--- config.mk ---
export PLATFORM = sky130hd
export DESIGN_NAME = weighted_or_ordered_picker
export DESIGN_NICKNAME = d
export VERILOG_FILES = /design/src/rtl/core/wop_pkg.sv /design/src/rtl/core/wop_table.sv /design/src/rtl/core/weighted_or_ordered_picker.sv
export SDC_FILE = /design/constraint.sdc
export NUM_CORES = 2
export LEC_CHECK = 0
export BUFFER_PORTS_ARGS = -buffer_cell sky130_fd_sc_hd__buf_2
export CAP_MARGIN = 10
export CORE_AREA = 2 2 293 295
export DETAILED_ROUTE_END_ITERATION = 10
export DIE_AREA = 0 0 295 297
export GPL_TIMING_DRIVEN = 1
export PLACE_DENSITY_LB_ADDON = 0.08
export RECOVER_POWER = 50
export SETUP_SLACK_MARGIN = 0.4
export SLEW_MARGIN = 20
export SYNTH_ARGS = -nofsm -noshare
export SYNTH_HDL_FRONTEND = slang
export SYNTH_SLANG_ARGS = --single-unit
--- constraint.sdc ---
create_clock -name clk -period 6.1 [get_ports clk]
set_input_delay 1.22 -clock clk [delete_from_list [all_inputs] [get_ports clk]]
set_output_delay 1.22 -clock clk [all_outputs]
set_load 0.01 [all_outputs]
--- src/rtl/core/wop_pkg.sv ---
// ----------------------------------------------------------------------------
// Picker package
// Widths, codes, sequencer states and the table write bundle shared by the
// picker core and its entry table.
// ----------------------------------------------------------------------------
package wop_pkg;

    localparam int MAX_ENTRIES = 16;

    localparam int IDX_W    = (MAX_ENTRIES > 1) ? $clog2(MAX_ENTRIES) : 1;
    localparam int CNT_W    = $clog2(MAX_ENTRIES + 1);
    localparam int CMD_W    = 2;
    localparam int MODE_W   = 2;
    localparam int TYPE_W   = 8;
    localparam int WEIGHT_W = 16;
    localparam int RND_W    = 16;
    localparam int TOTAL_W  = 20;

    localparam int ACC_W  = WEIGHT_W + CNT_W;
    localparam int SAT_W  = (ACC_W > TOTAL_W) ? ACC_W : TOTAL_W;
    localparam int THR_W  = RND_W + TOTAL_W;
    localparam int SHL_W  = ACC_W + RND_W;
    localparam int CMPX_W = (SHL_W > THR_W) ? SHL_W : THR_W;

    localparam logic [TOTAL_W-1:0] TOTAL_MAX = '1;

    localparam logic [MODE_W-1:0] MODE_DEFAULT = 2'd0;
    localparam logic [MODE_W-1:0] MODE_RANDOM  = 2'd1;
    localparam logic [MODE_W-1:0] MODE_ORDERED = 2'd2;

    typedef enum logic [CMD_W-1:0] {
        CMD_CLEAR  = 2'd0,
        CMD_APPEND = 2'd1,
        CMD_START  = 2'd2,
        CMD_NEXT   = 2'd3
    } cmd_t;

    typedef enum logic [2:0] {
        ST_IDLE,
        ST_SUM,
        ST_MUL,
        ST_WALK,
        ST_ORD,
        ST_FINISH
    } state_t;

    typedef struct packed {
        logic                en;
        logic [IDX_W-1:0]    addr;
        logic [TYPE_W-1:0]   etype;
        logic [WEIGHT_W-1:0] weight;
    } tbl_wr_t;

endpackage

--- src/rtl/core/wop_table.sv ---
// ----------------------------------------------------------------------------
// Picker entry table
// Type and weight storage with one write port and one registered read port.
// ----------------------------------------------------------------------------
module wop_table (
    input  logic                          clk,
    input  wop_pkg::tbl_wr_t              wr,
    input  logic [wop_pkg::IDX_W-1:0]     rd_addr,
    output logic [wop_pkg::TYPE_W-1:0]    rd_type,
    output logic [wop_pkg::WEIGHT_W-1:0]  rd_weight
);
    import wop_pkg::*;

    logic [TYPE_W-1:0]   type_mem   [MAX_ENTRIES];
    logic [WEIGHT_W-1:0] weight_mem [MAX_ENTRIES];
    logic [TYPE_W-1:0]   rd_type_reg;
    logic [WEIGHT_W-1:0] rd_weight_reg;

    always_ff @(posedge clk)
    begin
        if (wr.en)
        begin
            type_mem[wr.addr]   <= wr.etype;
            weight_mem[wr.addr] <= wr.weight;
        end
        rd_type_reg   <= type_mem[rd_addr];
        rd_weight_reg <= weight_mem[rd_addr];
    end

    assign rd_type   = rd_type_reg;
    assign rd_weight = rd_weight_reg;

endmodule

--- src/rtl/core/weighted_or_ordered_picker.sv ---
// ----------------------------------------------------------------------------
// Weighted or ordered picker
// Keeps a table of up to 16 type/weight entries and returns one result per
// pick command: an entry chosen by weight against a random fraction or in
// turn, or the default. Clear and append return nothing. An ordered pick
// reads the entry at the round-robin position before the finish state, and a
// default pick goes straight to it. A weighted pick steps one table entry
// per cycle through a single shared adder and comparator fed by the table's
// read port: pick next forms the threshold and walks to the first hit; a
// weighted start first walks the table once more to rebuild the total. The
// input is not ready while a pick is in progress; a finished result sits in
// an output register and the next command is taken while it waits.
// ----------------------------------------------------------------------------
module weighted_or_ordered_picker (
    input  logic                          clk,
    input  logic                          rst_n,
    input  logic                          cfg_wr_en,
    input  logic [wop_pkg::MODE_W-1:0]    cfg_wr_data,
    input  logic                          in_valid,
    output logic                          in_ready,
    input  logic [wop_pkg::CMD_W-1:0]     command,
    input  logic [wop_pkg::TYPE_W-1:0]    entry_type,
    input  logic [wop_pkg::WEIGHT_W-1:0]  entry_weight,
    input  logic [wop_pkg::RND_W-1:0]     random_value,
    output logic                          out_valid,
    input  logic                          out_ready,
    output logic [wop_pkg::TYPE_W-1:0]    picked_type,
    output logic                          picked_default
);
    import wop_pkg::*;

    state_t              state_reg, state_next;
    logic [MODE_W-1:0]   pick_mode_reg;
    logic [CNT_W-1:0]    entry_count_reg, entry_count_next;
    logic [TOTAL_W-1:0]  weight_total_reg, weight_total_next;
    logic [IDX_W-1:0]    order_pos_reg, order_pos_next;
    logic [CNT_W-1:0]    walk_cnt_reg, walk_cnt_next;
    logic                pend_reg, pend_next;
    logic [ACC_W-1:0]    acc_reg, acc_next;
    logic [THR_W-1:0]    threshold_reg, threshold_next;
    logic [RND_W-1:0]    rnd_reg, rnd_next;
    logic [TYPE_W-1:0]   res_type_reg, res_type_next;
    logic                res_def_reg, res_def_next;
    logic                out_valid_reg, out_valid_next;
    logic [TYPE_W-1:0]   picked_type_reg, picked_type_next;
    logic                picked_default_reg, picked_default_next;

    tbl_wr_t             tbl_wr;
    logic [IDX_W-1:0]    rd_addr;
    logic [TYPE_W-1:0]   rd_type;
    logic [WEIGHT_W-1:0] rd_weight;

    cmd_t                cmd;
    logic                accept;
    logic                is_pick;
    logic                table_empty;
    logic                walk_issue;
    logic                walk_done;
    logic [ACC_W-1:0]    sum_val;
    logic [SAT_W-1:0]    acc_ext;
    logic [CMPX_W-1:0]   shifted;
    logic                hit;
    logic [IDX_W-1:0]    pos_eff;
    logic [IDX_W-1:0]    pos_wrapped;
    logic                out_free;

    wop_table u_table (
        .clk       (clk),
        .wr        (tbl_wr),
        .rd_addr   (rd_addr),
        .rd_type   (rd_type),
        .rd_weight (rd_weight)
    );

    assign cmd         = cmd_t'(command);
    assign in_ready    = (state_reg == ST_IDLE);
    assign accept      = in_valid && in_ready;
    assign is_pick     = (cmd == CMD_START) || (cmd == CMD_NEXT);
    assign table_empty = (entry_count_reg == '0);
    assign walk_issue  = (walk_cnt_reg < entry_count_reg);
    assign walk_done   = !walk_issue && !pend_reg;
    assign sum_val     = acc_reg + ACC_W'(rd_weight);
    assign acc_ext     = SAT_W'(acc_reg);
    assign shifted     = CMPX_W'({sum_val, {RND_W{1'b0}}});
    assign hit         = pend_reg && (shifted > CMPX_W'(threshold_reg));
    assign pos_eff     = (cmd == CMD_START) ? '0 : order_pos_reg;
    assign pos_wrapped = (CNT_W'(pos_eff) >= entry_count_reg) ? '0 : pos_eff;
    assign out_free    = !out_valid_reg || out_ready;
    assign rd_addr     = (state_reg == ST_IDLE) ? pos_wrapped : walk_cnt_reg[IDX_W-1:0];

    always_comb
    begin
        state_next = state_reg;
        unique case (state_reg)
            ST_IDLE:
            begin
                if (accept && is_pick)
                begin
                    unique case (pick_mode_reg)
                        MODE_RANDOM:  state_next = (cmd == CMD_START) ? ST_SUM : ST_MUL;
                        MODE_ORDERED: state_next = table_empty ? ST_FINISH : ST_ORD;
                        default:      state_next = ST_FINISH;
                    endcase
                end
            end
            ST_SUM:
            begin
                if (walk_done)
                begin
                    state_next = ST_MUL;
                end
            end
            ST_MUL:
            begin
                state_next = (table_empty || weight_total_reg == '0) ? ST_FINISH : ST_WALK;
            end
            ST_WALK:
            begin
                if (hit || walk_done)
                begin
                    state_next = ST_FINISH;
                end
            end
            ST_ORD:
            begin
                state_next = ST_FINISH;
            end
            ST_FINISH:
            begin
                if (out_free)
                begin
                    state_next = ST_IDLE;
                end
            end
            default:
            begin
                state_next = ST_IDLE;
            end
        endcase
    end

    always_comb
    begin
        entry_count_next  = entry_count_reg;
        weight_total_next = weight_total_reg;
        order_pos_next    = order_pos_reg;
        walk_cnt_next     = walk_cnt_reg;
        pend_next         = 1'b0;
        acc_next          = acc_reg;
        threshold_next    = threshold_reg;
        rnd_next          = rnd_reg;
        res_type_next     = res_type_reg;
        res_def_next      = res_def_reg;
        tbl_wr            = '0;

        unique case (state_reg)
            ST_IDLE:
            begin
                if (accept)
                begin
                    rnd_next      = random_value;
                    walk_cnt_next = '0;
                    acc_next      = '0;
                    res_type_next = '0;
                    res_def_next  = 1'b1;
                    unique case (cmd)
                        CMD_CLEAR:
                        begin
                            entry_count_next = '0;
                        end
                        CMD_APPEND:
                        begin
                            if (entry_count_reg < CNT_W'(MAX_ENTRIES))
                            begin
                                tbl_wr.en        = 1'b1;
                                tbl_wr.addr      = entry_count_reg[IDX_W-1:0];
                                tbl_wr.etype     = entry_type;
                                tbl_wr.weight    = entry_weight;
                                entry_count_next = entry_count_reg + CNT_W'(1);
                            end
                        end
                        CMD_START, CMD_NEXT:
                        begin
                            if (pick_mode_reg == MODE_ORDERED)
                            begin
                                order_pos_next = table_empty ? pos_wrapped
                                                             : pos_wrapped + IDX_W'(1);
                            end
                        end
                        default:
                        begin
                            entry_count_next = entry_count_reg;
                        end
                    endcase
                end
            end
            ST_SUM:
            begin
                walk_cnt_next = walk_issue ? walk_cnt_reg + CNT_W'(1) : walk_cnt_reg;
                pend_next     = walk_issue;
                if (pend_reg)
                begin
                    acc_next = sum_val;
                end
                if (walk_done)
                begin
                    weight_total_next = (acc_ext > SAT_W'(TOTAL_MAX)) ? TOTAL_MAX
                                                                      : TOTAL_W'(acc_ext);
                end
            end
            ST_MUL:
            begin
                threshold_next = THR_W'(rnd_reg) * THR_W'(weight_total_reg);
                acc_next       = '0;
                walk_cnt_next  = '0;
            end
            ST_WALK:
            begin
                walk_cnt_next = walk_issue ? walk_cnt_reg + CNT_W'(1) : walk_cnt_reg;
                pend_next     = walk_issue && !hit;
                if (hit)
                begin
                    res_type_next = rd_type;
                    res_def_next  = 1'b0;
                end
                else if (pend_reg)
                begin
                    acc_next = sum_val;
                end
            end
            ST_ORD:
            begin
                res_type_next = rd_type;
                res_def_next  = 1'b0;
            end
            ST_FINISH:
            begin
                res_def_next = res_def_reg;
            end
            default:
            begin
                res_def_next = res_def_reg;
            end
        endcase
    end

    always_comb
    begin
        out_valid_next      = out_valid_reg && !out_ready;
        picked_type_next    = picked_type_reg;
        picked_default_next = picked_default_reg;
        if (state_reg == ST_FINISH && out_free)
        begin
            out_valid_next      = 1'b1;
            picked_type_next    = res_type_reg;
            picked_default_next = res_def_reg;
        end
    end

    always_ff @(posedge clk or negedge rst_n)
    begin
        if (!rst_n)
        begin
            state_reg        <= ST_IDLE;
            pick_mode_reg    <= MODE_DEFAULT;
            entry_count_reg  <= '0;
            weight_total_reg <= '0;
            order_pos_reg    <= '0;
            walk_cnt_reg     <= '0;
            pend_reg         <= 1'b0;
            out_valid_reg    <= 1'b0;
        end
        else
        begin
            state_reg        <= state_next;
            entry_count_reg  <= entry_count_next;
            weight_total_reg <= weight_total_next;
            order_pos_reg    <= order_pos_next;
            walk_cnt_reg     <= walk_cnt_next;
            pend_reg         <= pend_next;
            out_valid_reg    <= out_valid_next;
            if (cfg_wr_en)
            begin
                pick_mode_reg <= cfg_wr_data;
            end
        end
    end

    always_ff @(posedge clk)
    begin
        acc_reg            <= acc_next;
        threshold_reg      <= threshold_next;
        rnd_reg            <= rnd_next;
        res_type_reg       <= res_type_next;
        res_def_reg        <= res_def_next;
        picked_type_reg    <= picked_type_next;
        picked_default_reg <= picked_default_next;
    end

    assign out_valid      = out_valid_reg;
    assign picked_type    = picked_type_reg;
    assign picked_default = picked_default_reg;

`ifndef ASSERT_OFF
    a_count_bound: assert property (@(posedge clk) disable iff (!rst_n)
        entry_count_reg <= CNT_W'(MAX_ENTRIES))
        else $error("entry count beyond table depth");

    a_walk_nonzero: assert property (@(posedge clk) disable iff (!rst_n)
        state_reg == ST_WALK |-> (weight_total_reg != '0) && (entry_count_reg != '0))
        else $error("weighted walk with empty table or zero total");

    a_valid_source: assert property (@(posedge clk) disable iff (!rst_n)
        $rose(out_valid_reg) |-> $past(state_reg == ST_FINISH))
        else $error("result raised outside finish state");

    a_finish_load: assert property (@(posedge clk) disable iff (!rst_n)
        (state_reg == ST_FINISH) && !out_valid_reg |=>
            (state_reg == ST_IDLE) && out_valid_reg)
        else $error("finished result not transferred to output");
`endif

endmodule

Word level (Yosys, flattened, before mapping) --
Memories as Yosys holds them, arrays and structs flattened. A register that Yosys moved wholly into a read port is not among the register bits. Cells that the tools add are included.
Cells by class: multiplexer cells 37, magnitude comparators 5, multiply operators 1, shift-type cells 0, eq/ne operators 19, div/mod/pow operators 0, reduce and logical (&&, ||, !) cells 34, add/subtract/negate cells 4, bitwise logic cells 0
Operators with widths (number):
- $mux W29 | 4
- $pmux W21 S4 | 1
- $mux W21 | 3
- $gt A37 B36 Y1 | 1
- $mul A16 B20 Y36 | 1
- $pmux W8 S3 | 1
- $add A21 B16 Y21 | 1
- $gt A21 B20 Y1 const B | 1
- $logic_not A20 Y1 | 1
- $mux W20 | 1
- $pmux W3 S6 | 1
- $mux W4 | 4
- $mux W8 | 2
- $mux W3 | 5
- $mux W5 | 3
- $pmux W5 S3 | 1
- $ne A2 B2 Y1 const B | 6
- $reduce_and A4 Y1 | 3
- $add A5 B1 Y5 const B | 2
- $pmux W5 S2 | 1
- $reduce_and A3 Y1 | 3
- $logic_and A1 B1 Y1 | 7
- $eq A2 B2 Y1 const B | 3
- $eq A3 B2 Y1 const B | 2
- other kinds (23) | 42
Storage, ports and cells: RAM bits 384, input port bits 49, latch bits 0, register bits 132, memories 2, bits in read-only memories 0, output and inout bits 11
Memory list:
- u_table.weight_mem | depth 16, width 16, rd ports 1, clocked after memory_dff 1, write ports 1, RTL line wop_table.sv:15 | logic [WEIGHT_W-1:0] weight_mem [MAX_ENTRIES];
- u_table.type_mem | depth 16, width 8, rd ports 1, clocked after memory_dff 1, write ports 1, RTL line wop_table.sv:14 | logic [TYPE_W-1:0] type_mem [MAX_ENTRIES];

Depth between registers and ports, before layout --
word-level depth 7, mapped depth 24, gate-level depth less buffers 22

Cells and area by module --
From an unflattened synthesis, not the netlist that was laid out.
Second synthesis, totals: cell total of the unflattened synthesis 2536, area total of the unflattened synthesis 32545.0 um^2
By module, submodules not included:
- weighted_or_ordered_picker | instances 1, area an instance 17614.4 um^2, seq. area each 3758.6 um^2, cells an instance 1900
- wop_table | instances 1, area an instance 14930.6 um^2, seq. area each 12011.5 um^2, cells an instance 636

Least setup slack after synthesis --
No wires, ideal clock.
kind reg-to-reg, start reg weight_total_reg[9], end reg threshold_reg[29] (data pin), arrival time 5877 ps, required time 5840 ps, setup slack -37 ps, cell stages (with the launch flop) 22, cells stage by stage dfrtp_1 clkbuf_1 clkbuf_1 nand2_1 fa_1 inv_1 fa_1 fa_1 fa_1 fa_1 inv_1 fa_1 inv_1 ha_1 a21oi_1 o21ai_0 a221oi_1 nor2_1 a311o_1 a21o_1 a31oi_1 xnor2_1
On the way: cells in the longest elaborated chain, start to end 1
Ends and longest elaborated chain:
- from (decl) | RTL line weighted_or_ordered_picker.sv:35 | logic [TOTAL_W-1:0] weight_total_reg, weight_total_next;
- from (signal assigned) | RTL line weighted_or_ordered_picker.sv:277 | weight_total_reg <= weight_total_next;
- $mul A16 B20 Y36 | RTL line weighted_or_ordered_picker.sv:213 | threshold_next = THR_W'(rnd_reg) * THR_W'(weight_total_reg);
- to (signal assigned) | RTL line weighted_or_ordered_picker.sv:292 | threshold_reg <= threshold_next;
- to (decl) | RTL line weighted_or_ordered_picker.sv:40 | logic [THR_W-1:0] threshold_reg, threshold_next;
Every way passes these cells. A chain may end at the register's enable or synchronous reset.

Final worst setup path --
start reg rnd_reg[4], end reg threshold_reg[29] (data pin)
On the way: cells in the longest elaborated chain, start to end 1
Ends and longest elaborated chain:
- from (decl) | RTL line weighted_or_ordered_picker.sv:41 | logic [RND_W-1:0] rnd_reg, rnd_next;
- from (signal assigned) | RTL line weighted_or_ordered_picker.sv:293 | rnd_reg <= rnd_next;
- $mul A16 B20 Y36 | RTL line weighted_or_ordered_picker.sv:213
Every way passes these cells.

==> flow_metrics.py <==
metrics = {
    "cells_and_area": {
        "antenna_cells": 0,
        "final_common_cell": "edfxtp_1",
        "regArea_um2": 15800,
        "nFillCells": 7657,
        "largest_register_ff_count": 256,
        "area_growth_pct": 15.6,
        "final_nets": 3419,
        "final_cell_mix": "475 x edfxtp_1, 360 x nand2_1, 292 x inv_1, 236 x fa_1, 149 x and2_1",
        "multi_input_area_um2": 16500,
        "layout-drive-gt1-share": 0.168,
    },
    "global_routing": {
        "grt_pass1_vias": 22500,
        "grt_pass1_wl_um": 136000,
        "grt_max_degree": 49,
        "overflow": 0,
        "antenna_found_initial": 6,
        "grt_usage": 0.201,
    },
    "synthesis": {
        "yosys_most_used_dff": "edfxtp_1",
        "syn_avg_cell_area_um2": 11.8,
        "synth_mux_area_frac": 0.0285,
        "synth_simple_gate_area_frac": 0.130,
        "seq_area_frac_synth": 0.472,
        "synth_edf_count": 475,
        "postSynthNetCount": 3301,
        "synth.distinct_cells": 74,
        "postSynthCellCount": 2842,
        "syn_area_um2": 33400,
        "synthArstFlopShare": 0.0759,
        "yosys.area_share.xor_xnor": 0.0141,
        "synthAdderAreaFrac": 0.210,
        "yosysWarnings": 0,
        "synth_compound_gate_area_share": 0.0884,
        "ys_seq_elements": 540,
        "synth_top_family_by_area": "adder cells",
    },
    "clocking": {
        "cts_sinks": 540,
        "htree_levels": 2,
        "postCtsHoldBufs": 0,
        "clock_path_buffers": 3,
        "cts_tree": "built",
        "clk_latency_ns": 0.65,
        "cts.clk_slew.worst_paths_ns": 0.06,
        "numCtsBuffers": 61,
        "clock-root-buffer": "clkbuf_16",
    },
    "timing": {
        "relSlewSlack": -0.927,
        "maxSlewViolCount": 140,
        "min_period_over_period": 0.992,
        "fmax_mhz": 165,
        "finalSetupViolCount": 0,
        "final_hold_viol_count": 0,
        "post-route-min-period_ns": 6.05,
        "tightestPinTransition_ns": 2.89,
        "rsz0062_at_grt": "yes",
        "fin_worst_skew_ns": 0.0547,
        "timing.setup.tns_ns": 0,
    },
    "die": {
        "rows": 107,
        "initial_utilization": 0.396,
        "dieHeight_um": 297,
        "design.core.area_um2": 84500,
        "ios": 60,
        "die_w_um": 295,
        "die_area_um2": 87600,
    },
    "placement": {
        "io_buffers": 59,
        "gp_congestion": 0.812,
        "dp_hpwl_um": 58500,
    },
    "run_status": {
        "status": "finished, violations left",
        "violations": "max-capacitance violations, max-slew violations",
    },
    "route": {
        "drtIter0Drc": 1224,
        "vias": 21400,
        "vias_per_cell": 5.16,
        "firstDrtPassIters": 5,
        "drc": 0,
        "wl_per_cell_um": 20.7,
        "wirelength_um": 86100,
        "ant_nets": 0,
    },
    "critical_path": {
        "critPathLaunchType": "register",
        "critical_path_required_ns": 6.47,
        "path_class": "register to register",
        "cp-end-kind": "register",
        "cp.arrival_ns": 6.42,
        "crit_fanout": 5,
    },
    "worst_hold_path": {
        "holdCritPathClass": "register to register",
    },
    "run": {
        "maxCapViolCount": 4,
    },
}
cell type report:
| class | count | share of cell area |
|---|---|---|
| well taps | 1144 | 0.0370 |
| flip-flops and latches | 540 | 0.409 |
| multi-input cells | 1835 | 0.427 |
| clock inverters | 41 | 0.0103 |
| repair buffers | 217 | 0.0462 |
| clock buffers | 74 | 0.0416 |
| inverters | 305 | 0.0296 |
final timing paths:
kind / startpoint / endpoint / slack, ns / cells after the start
min in group asynchronous: rst_n / entry_count_reg[3]$_DFFE_PN0P_ / 1.62 / 2
max in group asynchronous: rst_n / weight_total_reg[2]$_DFFE_PN0P_ / 2.59 / 2
worst min register to register: res_type_reg[2]$_SDFFCE_PP0P_ / picked_type[2]$_DFFE_PP_ / 0.43 / 0
worst min-delay path: res_type_reg[2]$_SDFFCE_PP0P_ / picked_type[2]$_DFFE_PP_ / 0.43 / 0
worst max-delay path: rnd_reg[4]$_DFFE_PP_ / threshold_reg[29]$_DFFE_PN_ / 0.05 / 22
worst max register to register: rnd_reg[4]$_DFFE_PP_ / threshold_reg[29]$_DFFE_PN_ / 0.05 / 22
synthesized netlist by cell type (5+ instances only):
library cell / n / share of area
xor2_1: 19 / 0.0050
buf_6: 16 / 0.0054
buf_2: 26 / 0.0039
fa_1: 251 / 0.15
nor2b_1: 15 / 0.0028
mux2_2: 24 / 0.0081
mux2i_1: 66 / 0.020
a31oi_1: 60 / 0.011
a221o_1: 24 / 0.0072
nand2_1: 368 / 0.041
edfxtp_1: 475 / 0.43
o32ai_1: 24 / 0.0063
o21ai_1: 5 / 0.00075
clkbuf_1: 114 / 0.013
dfxtp_1: 24 / 0.014
nand2b_1: 7 / 0.0013
and3_1: 106 / 0.020
dfrtp_1: 41 / 0.031
buf_4: 5 / 0.0011
nand3_1: 23 / 0.0034
o21a_1: 7 / 0.0016
nor4_1: 8 / 0.0015
inv_1: 304 / 0.034
o21ai_0: 41 / 0.0061
a21oi_1: 75 / 0.011
nor2_1: 123 / 0.014
a211oi_1: 36 / 0.0081
ha_1: 159 / 0.060
xnor2_1: 35 / 0.0092
a21o_1: 30 / 0.0067
and2_1: 188 / 0.035
nand4_1: 12 / 0.0022
a211oi_2: 45 / 0.017
nor3_1: 14 / 0.0021
o21bai_1: 5 / 0.0011
worst max-delay path, cell delays in order, from the launching register on:
cell      delay [ns]
edfxtp_1        0.38
buf_6           0.16
buf_12          0.13
and2_1          0.17
fa_1            0.55
inv_1           0.05
fa_1            0.45
fa_1            0.51
inv_1           0.05
fa_1            0.51
fa_1            0.50
inv_1           0.05
fa_1            0.48
inv_1           0.06
ha_4            0.17
a21oi_2         0.18
o21ai_4         0.09
a221oi_4        0.32
nor2_1          0.10
a311o_1         0.33
a21o_1          0.23
a31oi_1         0.22
xnor2_1         0.09
timing repair:
action                     in CTS  in global routing
setup endpoints to repair      19                 21
pin swaps                      65                 87
hold endpoints to repair        0                  0
gates resized for setup        72                 86
cloned                          2                  0
buffers inserted               21                 12
per-stage QoR:
step | utilization | hold slack [ns] | instance area [um2] | setup WS (ns) | cells
global placement | 0.423 | 0.407 | 35700 | -0.0541 | 4005
detailed placement | 0.423 | 0.417 | 35700 | -0.0687 | 4005
finish | 0.457 | 0.426 | 38600 | 0.0475 | 4156
global route | 0.457 | 0.442 | 38600 | -0.163 | 4156
floorplan | - | 0.400 | 33600 | 0.411 | 2842
CTS | 0.453 | 0.427 | 38300 | 0.0926 | 4143
cell families (layout without fill, tap and decap cells):
group	after synthesis	after routing
adders and majority gates	410	410
muxes	92	92
xor gates and xnor gates	54	54
and+or+nand+nor	888	888
buffers and inverters	467	637
DFF	540	540
AOI/OAI and AO/OA	391	391
per-layer routing:
metal,vias to the layer above,wire length (um),GRT usage,share of wire
li1,10000,-,-,-
met1,10900,37100,0.260,0.43
met2,355,44000,0.355,0.51
met3,127,2980,0.0250,0.035
met4,0,2120,0.0504,0.025
met5,-,0,0,0
Power is not shown: default switching activity piles up to over one toggle a cycle in this logic, so the estimate is an artifact.
